--- config.mk ---
export PLATFORM = sky130hd
export DESIGN_NAME = rotating_id_queue_core
export DESIGN_NICKNAME = d
export VERILOG_FILES = /design/src/hw/rtl/rotq_pkg.sv /design/src/hw/rtl/rotq_ram.sv /design/src/hw/rtl/rotq_ctrl.sv /design/src/hw/rtl/rotq_dp.sv /design/src/hw/rtl/rotating_id_queue_core.sv
export SDC_FILE = /design/constraint.sdc
export NUM_CORES = 1
export LEC_CHECK = 0
export BUFFER_PORTS_ARGS = -buffer_cell sky130_fd_sc_hd__buf_2
export CAP_MARGIN = 15
export CELL_PAD_IN_SITES_DETAIL_PLACEMENT = 0
export CELL_PAD_IN_SITES_GLOBAL_PLACEMENT = 1
export CORE_MARGIN = 2
export CORE_UTILIZATION = 46
export CTS_BUF_LIST = sky130_fd_sc_hd__clkbuf_2
export CTS_CLUSTER_DIAMETER = 150
export DETAILED_ROUTE_END_ITERATION = 10
export PLACE_DENSITY = 0.75
export SYNTH_ARGS = -nofsm -noshare
export SYNTH_HDL_FRONTEND = slang
export SYNTH_SLANG_ARGS = --single-unit
--- constraint.sdc ---
create_clock -name clock -period 6 [get_ports clock]
set_clock_uncertainty 0.15 [all_clocks]
set_input_delay 1.5 -clock clock [delete_from_list [all_inputs] [get_ports clock]]
set_output_delay 1.5 -clock clock [all_outputs]
set_load 0.1 [all_outputs]
--- src/hw/rtl/rotq_pkg.sv ---
// Shared types and codes for the rotating id queue.
package rotq_pkg;

   typedef enum logic [1:0] {
      REQ_REGISTER = 2'd0,
      REQ_ROTATE   = 2'd1,
      REQ_REMOVE   = 2'd2,
      REQ_NONE     = 2'd3
   } req_kind_type;

   typedef enum logic [2:0] {
      ST_OK        = 3'd0,
      ST_FULL      = 3'd1,
      ST_FEW       = 3'd2,
      ST_EMPTY     = 3'd3,
      ST_NOTFOUND  = 3'd4,
      ST_EXHAUSTED = 3'd5
   } status_type;

   typedef enum logic [2:0] {
      S_IDLE,
      S_REG,
      S_ROT_RD,
      S_ROT_WR,
      S_SCAN,
      S_DRAIN,
      S_HEAD_RD,
      S_HEAD_CAP
   } ctrl_state_type;

   // Commands from the controller to the datapath.
   typedef struct packed {
      logic load;
      logic reg_exec;
      logic rot_read;
      logic rot_write;
      logic mark_empty;
      logic scan_issue;
      logic scan_proc;
      logic remove_finish;
      logic head_read;
      logic capture;
   } dp_cmd_type;

   // Status from the datapath to the controller.
   typedef struct packed {
      logic empty;
      logic few;
      logic scan_last;
   } dp_stat_type;

endpackage

--- src/hw/rtl/rotq_ram.sv ---
// Generic single-write, single-read RAM with registered read data.
module rotq_ram #(
   parameter int WIDTH = 48,
   parameter int DEPTH = 16
) (
   input  logic                     clock,
   input  logic                     wr_en,
   input  logic [$clog2(DEPTH)-1:0] wr_addr,
   input  logic [WIDTH-1:0]         wr_data,
   input  logic [$clog2(DEPTH)-1:0] rd_addr,
   output logic [WIDTH-1:0]         rd_data
);

   logic [WIDTH-1:0] mem_ff [DEPTH];
   logic [WIDTH-1:0] rd_data_ff;

   always_ff @(posedge clock) begin
      if (wr_en) begin
         mem_ff[wr_addr] <= wr_data;
      end
      rd_data_ff <= mem_ff[rd_addr];
   end

   assign rd_data = rd_data_ff;

endmodule

--- src/hw/rtl/rotq_ctrl.sv ---
// Sequencing state machine for the rotating id queue.
module rotq_ctrl (
   input  logic                  clock,
   input  logic                  reset,
   input  logic                  req_valid,
   input  logic [1:0]            req_type,
   output logic                  req_ready,
   output logic                  rsp_valid,
   input  logic                  rsp_ready,
   input  rotq_pkg::dp_stat_type stat,
   output rotq_pkg::dp_cmd_type  cmd
);
   import rotq_pkg::*;

   ctrl_state_type state_ff;
   ctrl_state_type state_in;
   logic           rsp_valid_ff;
   logic           rsp_valid_in;

   always_ff @(posedge clock) begin
      if (reset) begin
         state_ff     <= S_IDLE;
         rsp_valid_ff <= 1'b0;
      end else begin
         state_ff     <= state_in;
         rsp_valid_ff <= rsp_valid_in;
      end
   end

   always_comb begin
      state_in     = state_ff;
      rsp_valid_in = rsp_valid_ff;
      cmd          = '0;
      req_ready    = 1'b0;

      if (rsp_valid_ff && rsp_ready) begin
         rsp_valid_in = 1'b0;
      end

      unique case (state_ff)
         S_IDLE: begin
            // A new request waits until the previous result has been taken.
            req_ready = !rsp_valid_ff;
            if (req_valid && !rsp_valid_ff) begin
               cmd.load = 1'b1;
               unique case (req_kind_type'(req_type))
                  REQ_REGISTER: state_in = S_REG;
                  REQ_ROTATE:   state_in = S_ROT_RD;
                  REQ_REMOVE:   state_in = S_SCAN;
                  REQ_NONE:     state_in = S_HEAD_RD;
                  default:      state_in = S_HEAD_RD;
               endcase
            end
         end
         S_REG: begin
            cmd.reg_exec = 1'b1;
            state_in     = S_HEAD_RD;
         end
         S_ROT_RD: begin
            cmd.rot_read = 1'b1;
            state_in     = stat.few ? S_HEAD_RD : S_ROT_WR;
         end
         S_ROT_WR: begin
            cmd.rot_write = 1'b1;
            state_in      = S_HEAD_RD;
         end
         S_SCAN: begin
            if (stat.empty) begin
               cmd.mark_empty = 1'b1;
               state_in       = S_HEAD_RD;
            end else begin
               cmd.scan_issue = 1'b1;
               cmd.scan_proc  = 1'b1;
               if (stat.scan_last) begin
                  state_in = S_DRAIN;
               end
            end
         end
         S_DRAIN: begin
            cmd.scan_proc     = 1'b1;
            cmd.remove_finish = 1'b1;
            state_in          = S_HEAD_RD;
         end
         S_HEAD_RD: begin
            cmd.head_read = 1'b1;
            state_in      = S_HEAD_CAP;
         end
         S_HEAD_CAP: begin
            cmd.capture  = 1'b1;
            rsp_valid_in = 1'b1;
            state_in     = S_IDLE;
         end
         default: begin
            state_in = S_IDLE;
         end
      endcase
   end

   assign rsp_valid = rsp_valid_ff;

endmodule

--- src/hw/rtl/rotq_dp.sv ---
// Queue pointers, id counter, entry memory and result registers.
module rotq_dp #(
   parameter int QUEUE_DEPTH = 16,
   parameter int ID_BITS     = 16,
   parameter int TAG_BITS    = 32
) (
   input  logic                             clock,
   input  logic                             reset,
   input  rotq_pkg::dp_cmd_type             cmd,
   output rotq_pkg::dp_stat_type            stat,
   input  logic [TAG_BITS-1:0]              req_driver_tag,
   input  logic [ID_BITS-1:0]               req_target_id,
   output rotq_pkg::status_type             rsp_status,
   output logic [ID_BITS-1:0]               rsp_assigned_id,
   output logic [$clog2(QUEUE_DEPTH+1)-1:0] rsp_entry_count,
   output logic [ID_BITS-1:0]               rsp_head_id,
   output logic [TAG_BITS-1:0]              rsp_head_tag
);
   import rotq_pkg::*;

   localparam int PTR_W  = $clog2(QUEUE_DEPTH);
   localparam int CNT_W  = $clog2(QUEUE_DEPTH + 1);
   localparam int WORD_W = ID_BITS + TAG_BITS;

   localparam logic [PTR_W-1:0]   LAST_SLOT = PTR_W'(QUEUE_DEPTH - 1);
   localparam logic [CNT_W-1:0]   FULL_CNT  = CNT_W'(QUEUE_DEPTH);
   localparam logic [ID_BITS-1:0] MAX_ID    = '1;

   function automatic logic [PTR_W-1:0] wrap_inc(input logic [PTR_W-1:0] p);
      return (p == LAST_SLOT) ? '0 : p + 1'b1;
   endfunction

   function automatic logic [PTR_W-1:0] wrap_dec(input logic [PTR_W-1:0] p);
      return (p == '0) ? LAST_SLOT : p - 1'b1;
   endfunction

   function automatic logic [PTR_W-1:0] wrap_add(input logic [PTR_W-1:0] a,
                                                 input logic [PTR_W-1:0] b);
      logic [PTR_W:0] s;
      s = {1'b0, a} + {1'b0, b};
      if (s >= (PTR_W + 1)'(QUEUE_DEPTH)) begin
         s = s - (PTR_W + 1)'(QUEUE_DEPTH);
      end
      return s[PTR_W-1:0];
   endfunction

   // Queue state.
   logic [PTR_W-1:0]   head_ff, head_in;
   logic [PTR_W-1:0]   tail_ff, tail_in;
   logic [CNT_W-1:0]   occ_ff, occ_in;
   logic [ID_BITS-1:0] next_id_ff, next_id_in;
   logic               spent_ff, spent_in;

   // Per-request working registers.
   logic [TAG_BITS-1:0] tag_ff, tag_in;
   logic [ID_BITS-1:0]  target_ff, target_in;
   logic [PTR_W-1:0]    scan_idx_ff, scan_idx_in;
   logic [PTR_W-1:0]    rd_idx_ff, rd_idx_in;
   logic                rd_valid_ff, rd_valid_in;
   logic                hit_ff, hit_in;
   status_type          status_ff, status_in;
   logic [ID_BITS-1:0]  given_ff, given_in;

   // Result registers.
   status_type          rsp_status_ff, rsp_status_in;
   logic [ID_BITS-1:0]  rsp_given_ff, rsp_given_in;
   logic [CNT_W-1:0]    rsp_count_ff, rsp_count_in;
   logic [ID_BITS-1:0]  rsp_hid_ff, rsp_hid_in;
   logic [TAG_BITS-1:0] rsp_htag_ff, rsp_htag_in;

   // Memory port.
   logic               wr_en;
   logic [PTR_W-1:0]   wr_addr;
   logic [WORD_W-1:0]  wr_data;
   logic [PTR_W-1:0]   rd_addr;
   logic [WORD_W-1:0]  rd_data;
   logic [ID_BITS-1:0] rd_id;
   logic               match;
   logic               hit_next;

   rotq_ram #(
      .WIDTH (WORD_W),
      .DEPTH (QUEUE_DEPTH)
   ) u_ram (
      .clock   (clock),
      .wr_en   (wr_en),
      .wr_addr (wr_addr),
      .wr_data (wr_data),
      .rd_addr (rd_addr),
      .rd_data (rd_data)
   );

   assign rd_id    = rd_data[WORD_W-1:TAG_BITS];
   assign match    = rd_valid_ff && !hit_ff && (rd_id == target_ff);
   assign hit_next = hit_ff || match;

   assign stat.empty     = (occ_ff == '0);
   assign stat.few       = (occ_ff <= CNT_W'(1));
   assign stat.scan_last = ({1'b0, scan_idx_ff} + 1'b1) == (PTR_W + 1)'(occ_ff);

   always_ff @(posedge clock) begin
      if (reset) begin
         head_ff     <= '0;
         tail_ff     <= LAST_SLOT;
         occ_ff      <= '0;
         next_id_ff  <= ID_BITS'(1);
         spent_ff    <= 1'b0;
         rd_valid_ff <= 1'b0;
      end else begin
         head_ff     <= head_in;
         tail_ff     <= tail_in;
         occ_ff      <= occ_in;
         next_id_ff  <= next_id_in;
         spent_ff    <= spent_in;
         rd_valid_ff <= rd_valid_in;
      end
   end

   always_ff @(posedge clock) begin
      tag_ff        <= tag_in;
      target_ff     <= target_in;
      scan_idx_ff   <= scan_idx_in;
      rd_idx_ff     <= rd_idx_in;
      hit_ff        <= hit_in;
      status_ff     <= status_in;
      given_ff      <= given_in;
      rsp_status_ff <= rsp_status_in;
      rsp_given_ff  <= rsp_given_in;
      rsp_count_ff  <= rsp_count_in;
      rsp_hid_ff    <= rsp_hid_in;
      rsp_htag_ff   <= rsp_htag_in;
   end

   always_comb begin
      head_in       = head_ff;
      tail_in       = tail_ff;
      occ_in        = occ_ff;
      next_id_in    = next_id_ff;
      spent_in      = spent_ff;
      tag_in        = tag_ff;
      target_in     = target_ff;
      scan_idx_in   = scan_idx_ff;
      rd_idx_in     = scan_idx_ff;
      rd_valid_in   = cmd.scan_issue;
      hit_in        = hit_ff;
      status_in     = status_ff;
      given_in      = given_ff;
      rsp_status_in = rsp_status_ff;
      rsp_given_in  = rsp_given_ff;
      rsp_count_in  = rsp_count_ff;
      rsp_hid_in    = rsp_hid_ff;
      rsp_htag_in   = rsp_htag_ff;
      wr_en         = 1'b0;
      wr_addr       = wrap_inc(tail_ff);
      wr_data       = {next_id_ff, tag_ff};
      rd_addr       = head_ff;

      if (cmd.load) begin
         tag_in      = req_driver_tag;
         target_in   = req_target_id;
         scan_idx_in = '0;
         hit_in      = 1'b0;
         status_in   = ST_OK;
         given_in    = '0;
      end

      if (cmd.reg_exec) begin
         if (occ_ff == FULL_CNT) begin
            status_in = ST_FULL;
         end else if (spent_ff) begin
            status_in = ST_EXHAUSTED;
         end else begin
            wr_en    = 1'b1;
            tail_in  = wrap_inc(tail_ff);
            occ_in   = occ_ff + 1'b1;
            given_in = next_id_ff;
            // The id counter stops at its largest value once that is handed out.
            if (next_id_ff == MAX_ID) begin
               spent_in = 1'b1;
            end else begin
               next_id_in = next_id_ff + 1'b1;
            end
         end
      end

      if (cmd.rot_read && stat.few) begin
         status_in = ST_FEW;
      end

      if (cmd.rot_write) begin
         wr_en   = 1'b1;
         wr_data = rd_data;
         head_in = wrap_inc(head_ff);
         tail_in = wrap_inc(tail_ff);
      end

      if (cmd.mark_empty) begin
         status_in = ST_EMPTY;
      end

      if (cmd.scan_issue) begin
         rd_addr     = wrap_add(head_ff, scan_idx_ff);
         scan_idx_in = scan_idx_ff + 1'b1;
      end

      // Once the matching entry is seen, every later entry moves one slot
      // toward the head, into a slot that has already been read.
      if (cmd.scan_proc) begin
         hit_in = hit_next;
         if (rd_valid_ff && hit_ff) begin
            wr_en   = 1'b1;
            wr_addr = wrap_dec(wrap_add(head_ff, rd_idx_ff));
            wr_data = rd_data;
         end
      end

      if (cmd.remove_finish) begin
         if (hit_next) begin
            occ_in  = occ_ff - 1'b1;
            tail_in = wrap_dec(tail_ff);
         end else begin
            status_in = ST_NOTFOUND;
         end
      end

      if (cmd.head_read) begin
         rd_addr = head_ff;
      end

      if (cmd.capture) begin
         rsp_status_in = status_ff;
         rsp_given_in  = given_ff;
         rsp_count_in  = occ_ff;
         if (occ_ff == '0) begin
            rsp_hid_in  = '0;
            rsp_htag_in = '0;
         end else begin
            rsp_hid_in  = rd_id;
            rsp_htag_in = rd_data[TAG_BITS-1:0];
         end
      end
   end

   assign rsp_status      = rsp_status_ff;
   assign rsp_assigned_id = rsp_given_ff;
   assign rsp_entry_count = rsp_count_ff;
   assign rsp_head_id     = rsp_hid_ff;
   assign rsp_head_tag    = rsp_htag_ff;

endmodule

--- src/hw/rtl/rotating_id_queue_core.sv ---
// Ring queue of up to QUEUE_DEPTH entries, each an automatically assigned id
// and a tag, stored in one RAM with a single write port and a single registered
// read port. A request is taken only when the block is idle and its result
// has been delivered, so one request is in flight at a time, and the next
// request is taken no earlier than the cycle after the result is taken.
// Remove scans the entries from the head through the RAM read port one per
// cycle and closes the gap behind the matching entry as it goes; it skips the
// scan when the queue is empty, and rotate skips its write with fewer than two
// entries.
// Every result ends with a read of the head slot to report the head entry.
module rotating_id_queue_core #(
   parameter int QUEUE_DEPTH = 16,
   parameter int ID_BITS     = 16,
   parameter int TAG_BITS    = 32
) (
   input  logic                             clock,
   input  logic                             reset,
   input  logic                             req_valid,
   output logic                             req_ready,
   input  logic [1:0]                       req_type,
   input  logic [TAG_BITS-1:0]              req_driver_tag,
   input  logic [ID_BITS-1:0]               req_target_id,
   output logic                             rsp_valid,
   input  logic                             rsp_ready,
   output rotq_pkg::status_type             rsp_status,
   output logic [ID_BITS-1:0]               rsp_assigned_id,
   output logic [$clog2(QUEUE_DEPTH+1)-1:0] rsp_entry_count,
   output logic [ID_BITS-1:0]               rsp_head_id,
   output logic [TAG_BITS-1:0]              rsp_head_tag
);
   import rotq_pkg::*;

   dp_cmd_type  cmd;
   dp_stat_type stat;

   rotq_ctrl u_ctrl (
      .clock     (clock),
      .reset     (reset),
      .req_valid (req_valid),
      .req_type  (req_type),
      .req_ready (req_ready),
      .rsp_valid (rsp_valid),
      .rsp_ready (rsp_ready),
      .stat      (stat),
      .cmd       (cmd)
   );

   rotq_dp #(
      .QUEUE_DEPTH (QUEUE_DEPTH),
      .ID_BITS     (ID_BITS),
      .TAG_BITS    (TAG_BITS)
   ) u_dp (
      .clock           (clock),
      .reset           (reset),
      .cmd             (cmd),
      .stat            (stat),
      .req_driver_tag  (req_driver_tag),
      .req_target_id   (req_target_id),
      .rsp_status      (rsp_status),
      .rsp_assigned_id (rsp_assigned_id),
      .rsp_entry_count (rsp_entry_count),
      .rsp_head_id     (rsp_head_id),
      .rsp_head_tag    (rsp_head_tag)
   );

endmodule

## Yosys cells after proc, flatten, opt, wreduce, memory -nomap -nowiden

Memory sizes are Yosys's and may differ from the RTL's. A register that Yosys moved wholly into a read port is not among the register bits.
Cells that the tools add are included.

- Bits in writable memories: 768
- Bits in registers: 183
- Word-level logic and storage cells: 152
- Bits of input ports: 54
- Output and inout port bits: 74
- Memories: 1

- Mux-type cells: 73
- Eq/ne operators: 18
- Bitwise logic cells: 3
- Reductions and logical operators: 21
- Magnitude comparators: 3
- Add/subtract/negate cells: 13

Memory list:

| memory | depth | width | rd ports | clocked after memory_dff | wr ports | RTL line | text |
|---|---|---|---|---|---|---|---|
| u_dp.u_ram.mem_ff | 16 | 48 | 1 | 1 | 1 | rotq_ram.sv:14 | `logic [WIDTH-1:0] mem_ff [DEPTH];` |

Operator list:

| operator | count |
|---|---|
| 2-to-1 mux 48 bit | 3 |
| 2-to-1 mux 4 bit | 20 |
| 2-to-1 mux 16 bit | 4 |
| 2-to-1 mux 3 bit | 12 |
| 2-to-1 mux 5 bit | 5 |
| 2-to-1 mux 1 bit | 24 |
| case mux 3 bit (6 select lines) | 1 |
| adder 16 x 1 -> 16 bit (second input constant) | 1 |
| == test 16 bit | 1 |
| == test 16 bit (second input constant) | 1 |
| subtractor 4 x 1 -> 4 bit (second input constant) | 4 |
| adder 4 x 1 -> 4 bit (second input constant) | 3 |
| == test 3 bit (second input constant) | 4 |
| case mux 3 bit (4 select lines) | 1 |
| adder 4 x 4 -> 5 bit | 2 |
| greater-or-equal comparator 5 bit (second input constant) | 2 |
| == test 4 bit (second input constant) | 2 |
| zero test 4 bit | 2 |
| == test 3 x 2 -> 1 bit (second input constant) | 2 |
| logical AND 1 bit | 6 |
| nonzero test 2 bit | 3 |
| adder 4 x 1 -> 5 bit (second input constant) | 1 |
| adder 5 x 1 -> 5 bit (second input constant) | 1 |
| == test 5 bit | 1 |
| other kinds (19) | 25 |

## Depth between registers and ports, before layout

Gate-level depths: netlist of the first run.

- Depth in word-level cells: 12
- Depth in mapped cells: 12
- Depth with buffers taken out: 9

## By module

From an unflattened synthesis of the first run, not the netlist that was laid out.

- Cell total of the unflattened synthesis: 1917
- Area total of the unflattened synthesis: 37847.5 um^2

By module, submodules not included:

| module | times used | cells each | area an instance (um^2) | seq. area each (um^2) |
|---|---|---|---|---|
| rotq_ram | 1 | 1242 | 29691.0 | 24023.0 |
| rotq_dp | 1 | 638 | 7853.8 | 4834.6 |
| rotq_ctrl | 1 | 37 | 302.8 | 80.1 |

## Worst setup path before layout of the first run

No wires, ideal clock.

- Path kind: register -> register
- From: reg u_dp.occ_ff[0]
- To: mem u_dp.u_ram.mem_ff[3][0], enable pin
- Setup time: 454 ps
- Cell stages (with the launch flop): 11
- Required time: 5396 ps
- Path buffers: 2
- Arrival: 4214 ps
- Clock period less this slack: 4818 ps
- Setup slack: 1182 ps
- Path through: dfxtp_1 > inv_1 > ha_1 > or4b_4 > buf_6 > o2111ai_1 > buf_2 > mux2i_1 > o21a_1 > nand2_1 > nor2_1

- Word-level cells in the longest chain between the ends: 8
- Elaborated cells on any way between the ends: 12
- Those cells by class: eq/ne: 1; mux: 10; reduce/logical: 1

Ends and longest elaborated chain:

| element | RTL line | text |
|---|---|---|
| start, declared | rotq_dp.sv:50 | `logic [CNT_W-1:0] occ_ff, occ_in;` |
| start signal, assigned | rotq_dp.sv:112 | `occ_ff <= occ_in;` |
| == test 5 bit | rotq_dp.sv:168 | `if (occ_ff == FULL_CNT) begin` |
| 2-to-1 mux 1 bit | rotq_dp.sv:168 |  |
| 2-to-1 mux 1 bit | rotq_dp.sv:167 | `if (cmd.reg_exec) begin` |
| 2-to-1 mux 1 bit | rotq_dp.sv:190 | `if (cmd.rot_write) begin` |
| 2-to-1 mux 1 bit | rotq_dp.sv:210 | `if (rd_valid_ff && hit_ff) begin` |
| 2-to-1 mux 1 bit | rotq_dp.sv:208 | `if (cmd.scan_proc) begin` |
| 2-to-1 mux 1 bit | rotq_ram.sv:18 | `if (wr_en) begin` |
| 2-to-1 mux 1 bit (not written as such) | rotq_ram.sv:19 | `mem_ff[wr_addr] <= wr_data;` |
| end, declared | rotq_ram.sv:14 |  |

Parallel ways exist; a longest one is shown, timed or not.

## Worst setup path after layout of the first run

- From: reg u_ctrl.state_ff[0]
- To: out req_ready

- Word-level cells in the longest chain between the ends: 2

Ends and longest elaborated chain:

| element | RTL line | text |
|---|---|---|
| start, declared | rotq_ctrl.sv:15 | `ctrl_state_type state_ff;` |
| start signal, assigned | rotq_ctrl.sv:25 | `state_ff <= state_in;` |
| zero test 3 bit | rotq_ctrl.sv:40 | `unique case (state_ff)` |
| 2-to-1 mux 1 bit | rotq_ctrl.sv:40 |  |
| end, declared | rotating_id_queue_core.sv:19 | `output logic req_ready,` |

No other way between the ends.

==> results.sh, run 1 <==
export IMPL_setup_worst_path_end_class="output port"
export IMPL_yosys_register_bits=999
export IMPL_slew_violations=0
export IMPL_hpwl_um=58750
export IMPL_die_area_sq_um=90330
export IMPL_met2_wirelength_um=49020
export IMPL_clkLatencyLatePin_ps=1470
export IMPL_port_buffer_count=127
export IMPL_die_boundary_height_um=300.6
export IMPL_timing_critical_path_slowest_stage_cell="sky130_fd_sc_hd__dfxtp_1"
export IMPL_maxSlewHeadroom_pct=27.26
export IMPL_share_of_the_yosys_chip_area_belonging_to_registers_pct=71.53
export IMPL_synth_cell_area_sq_um=40460
export IMPL_drc_errors=0
export IMPL_setup_reg_to_reg_worst_slack_ps=1430
export IMPL_grt_total_usage_pct=23.09
export IMPL_dr_total_vias=26380
export IMPL_core_rows=108
export IMPL_synth_edff_count=893
export IMPL_hold_class="in2reg"
export IMPL_period_minus_slack_ps=4603
export IMPL_timing_critical_path_from="u_ctrl.state_ff[0]"
export IMPL_vias_per_cell=5.774
export IMPL_grt_max_degree=99
export IMPL_final_util_pct=52.09
export IMPL_initial_antenna_violation_count=3
export IMPL_postPlaceCellArea_sq_um=42500
export IMPL_clockPowerShare_pct=25.5
export IMPL_worst_setup_hold_path_clk_slew_ps=120
export IMPL_synthesis_nets=2973
export IMPL_hp_start="req_driver_tag[3]"
export IMPL_overflow=0
export IMPL_boundaryPins=128
export IMPL_worstMarginPinSlew_ps=1091
export IMPL_fin_setup_tns_ps=0
export IMPL_whs_ps=180.2
export IMPL_drive_gt1_share_pct=22.24
export IMPL_maximum_ir_drop_on_the_vdd_rail_v=0.0003144
export IMPL_crit_path_cell_trace="or3_1 > nor2_1 > buf_2"
export IMPL_ctsRootBufferMaster="sky130_fd_sc_hd__clkbuf_2"
export IMPL_path_max_fanout=22
export IMPL_r2r_start="u_dp.occ_ff[0]"
export IMPL_clock_tree_from_tritoncts="yes"
export IMPL_postCtsSetupRepairBufs=0
export IMPL_switchingPower_mw=6.186
export IMPL_wirelength_routed_um=104700
export IMPL_crit_arrival_ps=2950
export IMPL_regToRegEndpoint="u_dp.u_ram.mem_ff[4][43]"
export IMPL_outcome="completed"
export IMPL_postSynth_asyncResetShare_pct=0
export IMPL_total_leakage_power_nw=15.93
export IMPL_finalHoldViolations=0
export IMPL_rsz_0062_raised_after_global_routing="no"
export IMPL_route_met3_wl_um=8316
export IMPL_drt_pass1_iterations=5
export IMPL_max_stage_delay_ps=580
export IMPL_yosysUniqueCellTypes=65
export IMPL_drt_antenna_violating_nets=0
export IMPL_synth_top_flop_cell="sky130_fd_sc_hd__edfxtp_1"
export IMPL_final_nets=3283
export IMPL_gp_routability_congestion=0.8534
export IMPL_ys_warnings_count=0
export IMPL_hold_worst_path_end="u_dp.tag_ff[3]"
export IMPL_timing_final_crit_share_pct=76.72
export IMPL_postSynthCellCount=2901
export IMPL_worst_ep_required_time_ps=4350
export IMPL_start_util_pct=46.49
export IMPL_worst_r2r_cell_count=9
export IMPL_report_power_total_mw=18.09
export IMPL_achievable_frequency_mhz=217.2
export IMPL_worst_hold_stages=1
export IMPL_max_cap_violations=0
export IMPL_cts_max_level=5
export IMPL_numCtsBuffers=276
export IMPL_via_count_of_the_first_global_routing_pass=26690
export IMPL_worst_case_clock_buffer_depth=4
export IMPL_route_detailed_wl_per_inst_um=22.92
export IMPL_intPower_mw=11.90
export IMPL_clock_sinks=999
export IMPL_combinationalPowerShare_pct=24.1
export IMPL_power_frac_seq_pct=50.4
export IMPL_critPathKind="reg2out"
export IMPL_power_per_cell_area_nw_per_um2=399.0
export IMPL_first_iter_violations=2300
export IMPL_synth_area_per_cell_sq_um=13.95
export IMPL_crit_path_start_kind="register"
export IMPL_final_area_sq_um=45330
export IMPL_setup_viol_count_final=0
export IMPL_drt_met1_wl_um=44310
export IMPL_dr_max_layer_used="met4"
export IMPL_die_w_um=300.6
export IMPL_power_switching_fraction_pct=34.20
export IMPL_grt_first_pass_wirelength_um=157800
export IMPL_fp_coreArea_sq_um=87020
export IMPL_area_growth_synth_to_final_pct=12.04
## stage by stage
stage / worst slack, ps / instances
after global placement: 1434 / 4042
after CTS: 1262 / 4563
final: 1397 / 4568
after floorplan: 1182 / 2901
after detailed placement: 1248 / 4042
after global routing: 1216 / 4567
## flip-flops by register name, indices dropped and copies added (netlist names), 4 cells and up
name	count
u_dp.tail_ff	4
u_dp.occ_ff	5
u_dp.next_id_ff	16
u_dp.u_ram.rd_data	48
u_dp.target_ff	16
u_dp.rsp_head_tag	32
u_dp.given_ff	16
u_dp.u_ram.mem_ff	768
u_dp.rsp_head_id	16
u_dp.rsp_entry_count	5
u_dp.rd_idx_in	4
u_dp.head_ff	4
u_dp.tag_ff	32
u_dp.rsp_assigned_id	16
u_dp.rd_idx_ff	4
## layout by cell type (no fill, tap or decap), drive strengths merged, types with 10 or more instances in the layout
cell	instances
nand2b	54
nand3	21
and2	50
ha	16
nor3	16
nand2	485
dlygate4sd3	45
o21ai	29
dfxtp	106
a21oi	125
nand4	54
a22o	13
a311o	141
a211oi	147
xnor2	31
clkbuf	410
and3	150
xor2	10
inv	29
nor2	58
mux2	94
edfxtp	893
buf	197
or3	52
clkinv	57
o211ai	49
## power groups by stage
| stage | Sequential [mW] | Clock (mW) | Combinational (mW) |
|---|---|---|---|
| floorplan | 9.24 | 0 | 2.71 |
| global placement | 9.25 | 0 | 4.19 |
| detailed placement | 9.26 | 0 | 4.30 |
| CTS | 9.11 | 4.76 | 4.35 |
| global route | 9.18 | 5.12 | 4.73 |
| finish | 9.11 | 4.62 | 4.36 |
## routing by layer
layer,GRT usage [%],vias up
met3,5.007,224
met1,30.97,13060
met5,0,-
met4,9.784,0
met2,36.56,1172
li1,-,11920
## worst max-delay path by stage
stage | slack [ps] | end
5_1_grt | 1220 | u_dp.u_ram.mem_ff[4][44]
3_5_place_dp | 1250 | u_dp.u_ram.mem_ff[4][2]
3_3_place_gp | 1430 | u_dp.u_ram.mem_ff[4][0]
2_1_floorplan | 1180 | u_dp.u_ram.mem_ff[3][0]
6_report | 1400 | req_ready
4_1_cts | 1260 | req_ready
## final cells by class
type                            instances  area [sq um]
Antenna cell                            4         10.01
Sequential cell                       999         28940
Multi-Input combinational cell       1670         10720
Clock buffer                          410          2052
Timing Repair Buffer                  242          1772
Fill cell                            7385         41700
Tap cell                             1155          1445
Clock inverter                         66         306.5
Inverter                               22         83.83
## cell usage after synthesis (all sizes together) (2+ instances only)
master	count	area (sq um)
o22ai	3	18.77
nand2b	54	337.8
nor3	16	80.08
o311ai	2	17.52
nor4	6	37.54
dfxtp	106	2122
a2111oi	2	17.52
nand4	54	337.8
nand2	485	1823
a21o	5	37.54
a311oi	5	43.79
mux2i	6	60.06
ha	16	200.2
o21a	4	30.03
xnor2	31	271.5
or2	2	12.51
o21ai	29	148.9
nor4b	3	47.54
and2	50	312.8
buf	64	365.4
fa	2	40.04
a21oi	125	629.4
o31ai	4	30.03
a31oi	5	31.28
or3	52	325.3
nand3	21	110.1
edfxtp	893	26820
nor2	58	217.7
a311o	141	1411
and3	150	938.4
clkbuf	146	548.0
xor2	10	87.58
nor2b	5	31.28
a211oi	147	1104
a22o	13	113.9
inv	22	82.58
or4	2	15.01
a21boi	3	22.52
a31o	2	17.52
mux2	94	1059
o211ai	49	367.9
## repair_timing
| action | CTS | global route |
|---|---|---|
| endpoints found under the hold margin | 45 | 0 |
| hold buffers | 45 | 0 |
| setup endpoints to repair | 0 | 0 |
| gates resized for setup | 0 | 0 |
## cells by family after synthesis
family          Yosys count  share of synthesized area, %
compound gates          546                         10.15
xor+xnor                 41                        0.8876
fa+ha+maj                18                        0.5938
buf+inv                 232                         2.462
flops                   999                         71.53
mux                     100                         2.765
simple gates            965                         11.61
## critical path: cells and delay by family, from the launching register on
family,cells,cell delay [ps]
and+or+nand+nor,2,600
DFF,1,580
buffers and inverters,1,430
Note: power is estimated with default switching activity, not from simulation.
==> run 2: changes to the inputs <==
- ABC_AREA: default -> 1
- PLACE_DENSITY: 0.75 -> 0.78
- clock period: 6 -> 4.5 ns (I/O delays scaled with it)
==> run 2 against run 1 <==
Effect of this change:
- core utilization fell by 0.12 points
- power grew 17%
- largest cell class unchanged
- cell count grew 25%
- first-iteration DRC count is 2.2% lower
- clock-buffer cell count down 1
- hold slack gained 34 ps
- combinational power down 19%
- via count grew 7.3%
- non-clock buffer count rose by 16
==> results.sh, run 2 <==
export IMPL_outcome="completed"
export IMPL_postPlaceCellArea_sq_um=43830
export IMPL_drt_pass1_iterations=8
export IMPL_synth_largest_area_cell="sky130_fd_sc_hd__edfxtp_1"
export IMPL_power_per_cell_area_nw_per_um2=451.6
export IMPL_postSynthCellCount=3988
export IMPL_vias_per_cell=4.956
export IMPL_yosys_register_bits=999
export IMPL_wirelength_routed_um=102900
export IMPL_final_area_sq_um=46770
export IMPL_drive_gt1_share_pct=14.57
export IMPL_die_w_um=305.3
export IMPL_clock_tree_from_tritoncts="yes"
export IMPL_detailedPlace_worstSlack_ps=537.2
export IMPL_gp_routability_congestion=0.7802
export IMPL_worst_setup_hold_path_clk_slew_ps=100
export IMPL_max_cap_violations=0
export IMPL_drc_errors=0
export IMPL_fin_ws_ps=554.5
export IMPL_count_of_placed_standard_cells_including_taps=5180
export IMPL_setup_reg_to_reg_worst_slack_ps=550
export IMPL_synthesis_nets=4060
export IMPL_achievable_frequency_mhz=253.5
export IMPL_core_rows=110
export IMPL_slew_violations=0
export IMPL_period_minus_slack_ps=3945
export IMPL_worst_ep_required_time_ps=5330
export IMPL_final_util_pct=51.97
export IMPL_synth_top_cell_area_share_pct=64.21
export IMPL_grt_total_usage_pct=22.17
export IMPL_via_count_of_the_first_global_routing_pass=28200
export IMPL_cts_max_level=5
export IMPL_worst_hold_stages=0
export IMPL_critPathKind="reg2reg"
export IMPL_worst_case_clock_buffer_depth=4
export IMPL_layout_commonest_cell="sky130_fd_sc_hd__nand2_1"
export IMPL_fin_setup_tns_ps=0
export IMPL_clkLatencyLatePin_ps=1450
export IMPL_synth_top_flop_cell="sky130_fd_sc_hd__edfxtp_1"
export IMPL_share_of_the_yosys_chip_area_belonging_to_registers_pct=69.29
export IMPL_port_buffer_count=127
export IMPL_timing_final_crit_share_pct=87.68
export IMPL_setup_viol_count_final=0
export IMPL_report_power_total_mw=21.12
export IMPL_die_boundary_height_um=305.3
export IMPL_hold_class="reg2reg"
export IMPL_largest_register_ffs=768
export IMPL_area_growth_synth_to_final_pct=12.00
export IMPL_maximum_ir_drop_on_the_vdd_rail_v=0.0002638
export IMPL_maxSlewHeadroom_pct=31.60
export IMPL_initial_antenna_violation_count=3
export IMPL_ys_warnings_count=0
export IMPL_ctsRootBufferMaster="sky130_fd_sc_hd__clkbuf_2"
export IMPL_dr_total_vias=28310
export IMPL_numCtsBuffers=276
export IMPL_finish_cell_count_without_fillers=5711
export IMPL_overflow=0
export IMPL_start_util_pct=46.40
export IMPL_crit_path_start_kind="register"
export IMPL_yosys_cell_count_top_type="sky130_fd_sc_hd__nand2_1"
export IMPL_final_cell_mix="sky130_fd_sc_hd__nand2_1 (1482), sky130_fd_sc_hd__edfxtp_1 (893), sky130_fd_sc_hd__nand3_1 (532)"
export IMPL_postSynth_asyncResetShare_pct=0
export IMPL_synth_area_per_cell_sq_um=10.47
export IMPL_worst_r2r_cell_count=13
export IMPL_drt_antenna_violating_nets=0
export IMPL_whs_ps=214.4
export IMPL_grt_first_pass_wirelength_um=159200
export IMPL_finalHoldViolations=0
export IMPL_synth_commonest_cells="sky130_fd_sc_hd__nand2_1 (1483), sky130_fd_sc_hd__edfxtp_1 (893), sky130_fd_sc_hd__nand3_1 (532)"
export IMPL_final_nets=4411
export IMPL_setup_worst_path_end_class="register"
export IMPL_crit_arrival_ps=4780
export IMPL_synth_edff_count=893
export IMPL_synth_area_leaders="sky130_fd_sc_hd__edfxtp_1 (64%), sky130_fd_sc_hd__nand2_1 (13%), sky130_fd_sc_hd__nand3_1 (6.4%), sky130_fd_sc_hd__dfxtp_1 (5.1%), sky130_fd_sc_hd__inv_1 (4.7%)"
export IMPL_boundaryPins=128
export IMPL_yosysUniqueCellTypes=42
export IMPL_route_detailed_wl_per_inst_um=18.02
export IMPL_largest_register="u_dp.u_ram.mem_ff"
export IMPL_die_area_sq_um=93220
export IMPL_hpwl_um=54320
export IMPL_clock_sinks=999
export IMPL_total_leakage_power_nw=20.23
export IMPL_first_iter_violations=2250
export IMPL_rsz_0062_raised_after_global_routing="no"
export IMPL_synth_cell_area_sq_um=41770
export IMPL_grt_max_degree=132
export IMPL_worstMarginPinSlew_ps=1019
export IMPL_postCtsSetupRepairBufs=0
export IMPL_fp_coreArea_sq_um=90010
export IMPL_path_max_fanout=30
[run 2: final timing paths]
path	start	endpoint
max	u_dp.occ_ff[0]	u_dp.u_ram.mem_ff[5][24]
max reg2reg	u_dp.occ_ff[0]	u_dp.u_ram.mem_ff[5][24]
min reg2reg	u_dp.rd_idx_in[3]	u_dp.rd_idx_ff[3]
min	u_dp.rd_idx_in[3]	u_dp.rd_idx_ff[3]
[run 2: where the power goes]
group          internal [mW]  leakage [nW]  switching, mW  total [mW]
Clock                   2.57          1.85           3.63        6.20
Sequential              11.0          8.96          0.323        11.4
Combinational          0.934          9.42           2.62        3.55
[run 2: routing by layer]
metal  up-vias  GRT usage [%]  wire (um)
met5         -              0          0
li1      13880              -          -
met3       218          3.709       5511
met4         0          9.211       2721
met1     13380          29.21      45100
met2       834          36.52      49560
[run 2: kinds of logic after synthesis]
family / Yosys count / synth area share, %
and+or+nand+nor: 2127 / 20.99
DFF: 999 / 69.29
AOI/OAI and AO/OA: 100 / 1.303
buffers and inverters: 713 / 7.193
adders and majority gates: 18 / 0.5752
xor gates and xnor gates: 31 / 0.6501
[run 2: final cells by class]
type	instances	area, sq um
diodes	6	15.01
inverters	528	1989
flip-flops and latches	999	28940
fillers	8130	43240
clock buffers	409	2047
multi-input cells	2276	10010
clock inverters	59	311.5
repair buffers	258	1997
well taps	1176	1471
[run 2: critical path, cell delays in order, from the launching register on]
cell,delay [ps]
sky130_fd_sc_hd__dfxtp_1,450
sky130_fd_sc_hd__inv_1,150
sky130_fd_sc_hd__ha_1,290
sky130_fd_sc_hd__nand3_4,120
sky130_fd_sc_hd__nand2_4,50
sky130_fd_sc_hd__nand2_1,80
sky130_fd_sc_hd__nand3_1,310
sky130_fd_sc_hd__o21ai_0,200
sky130_fd_sc_hd__o21ai_0,150
sky130_fd_sc_hd__inv_1,110
sky130_fd_sc_hd__nand3_1,140
sky130_fd_sc_hd__buf_4,200
sky130_fd_sc_hd__nor2_4,570
sky130_fd_sc_hd__buf_4,630
[run 2: timing repair]
item	4_1_cts	5_1_grt
gates resized for setup	0	0
endpoints found under the setup margin	0	0
endpoints found under the hold margin	68	0
hold buffers	57	0
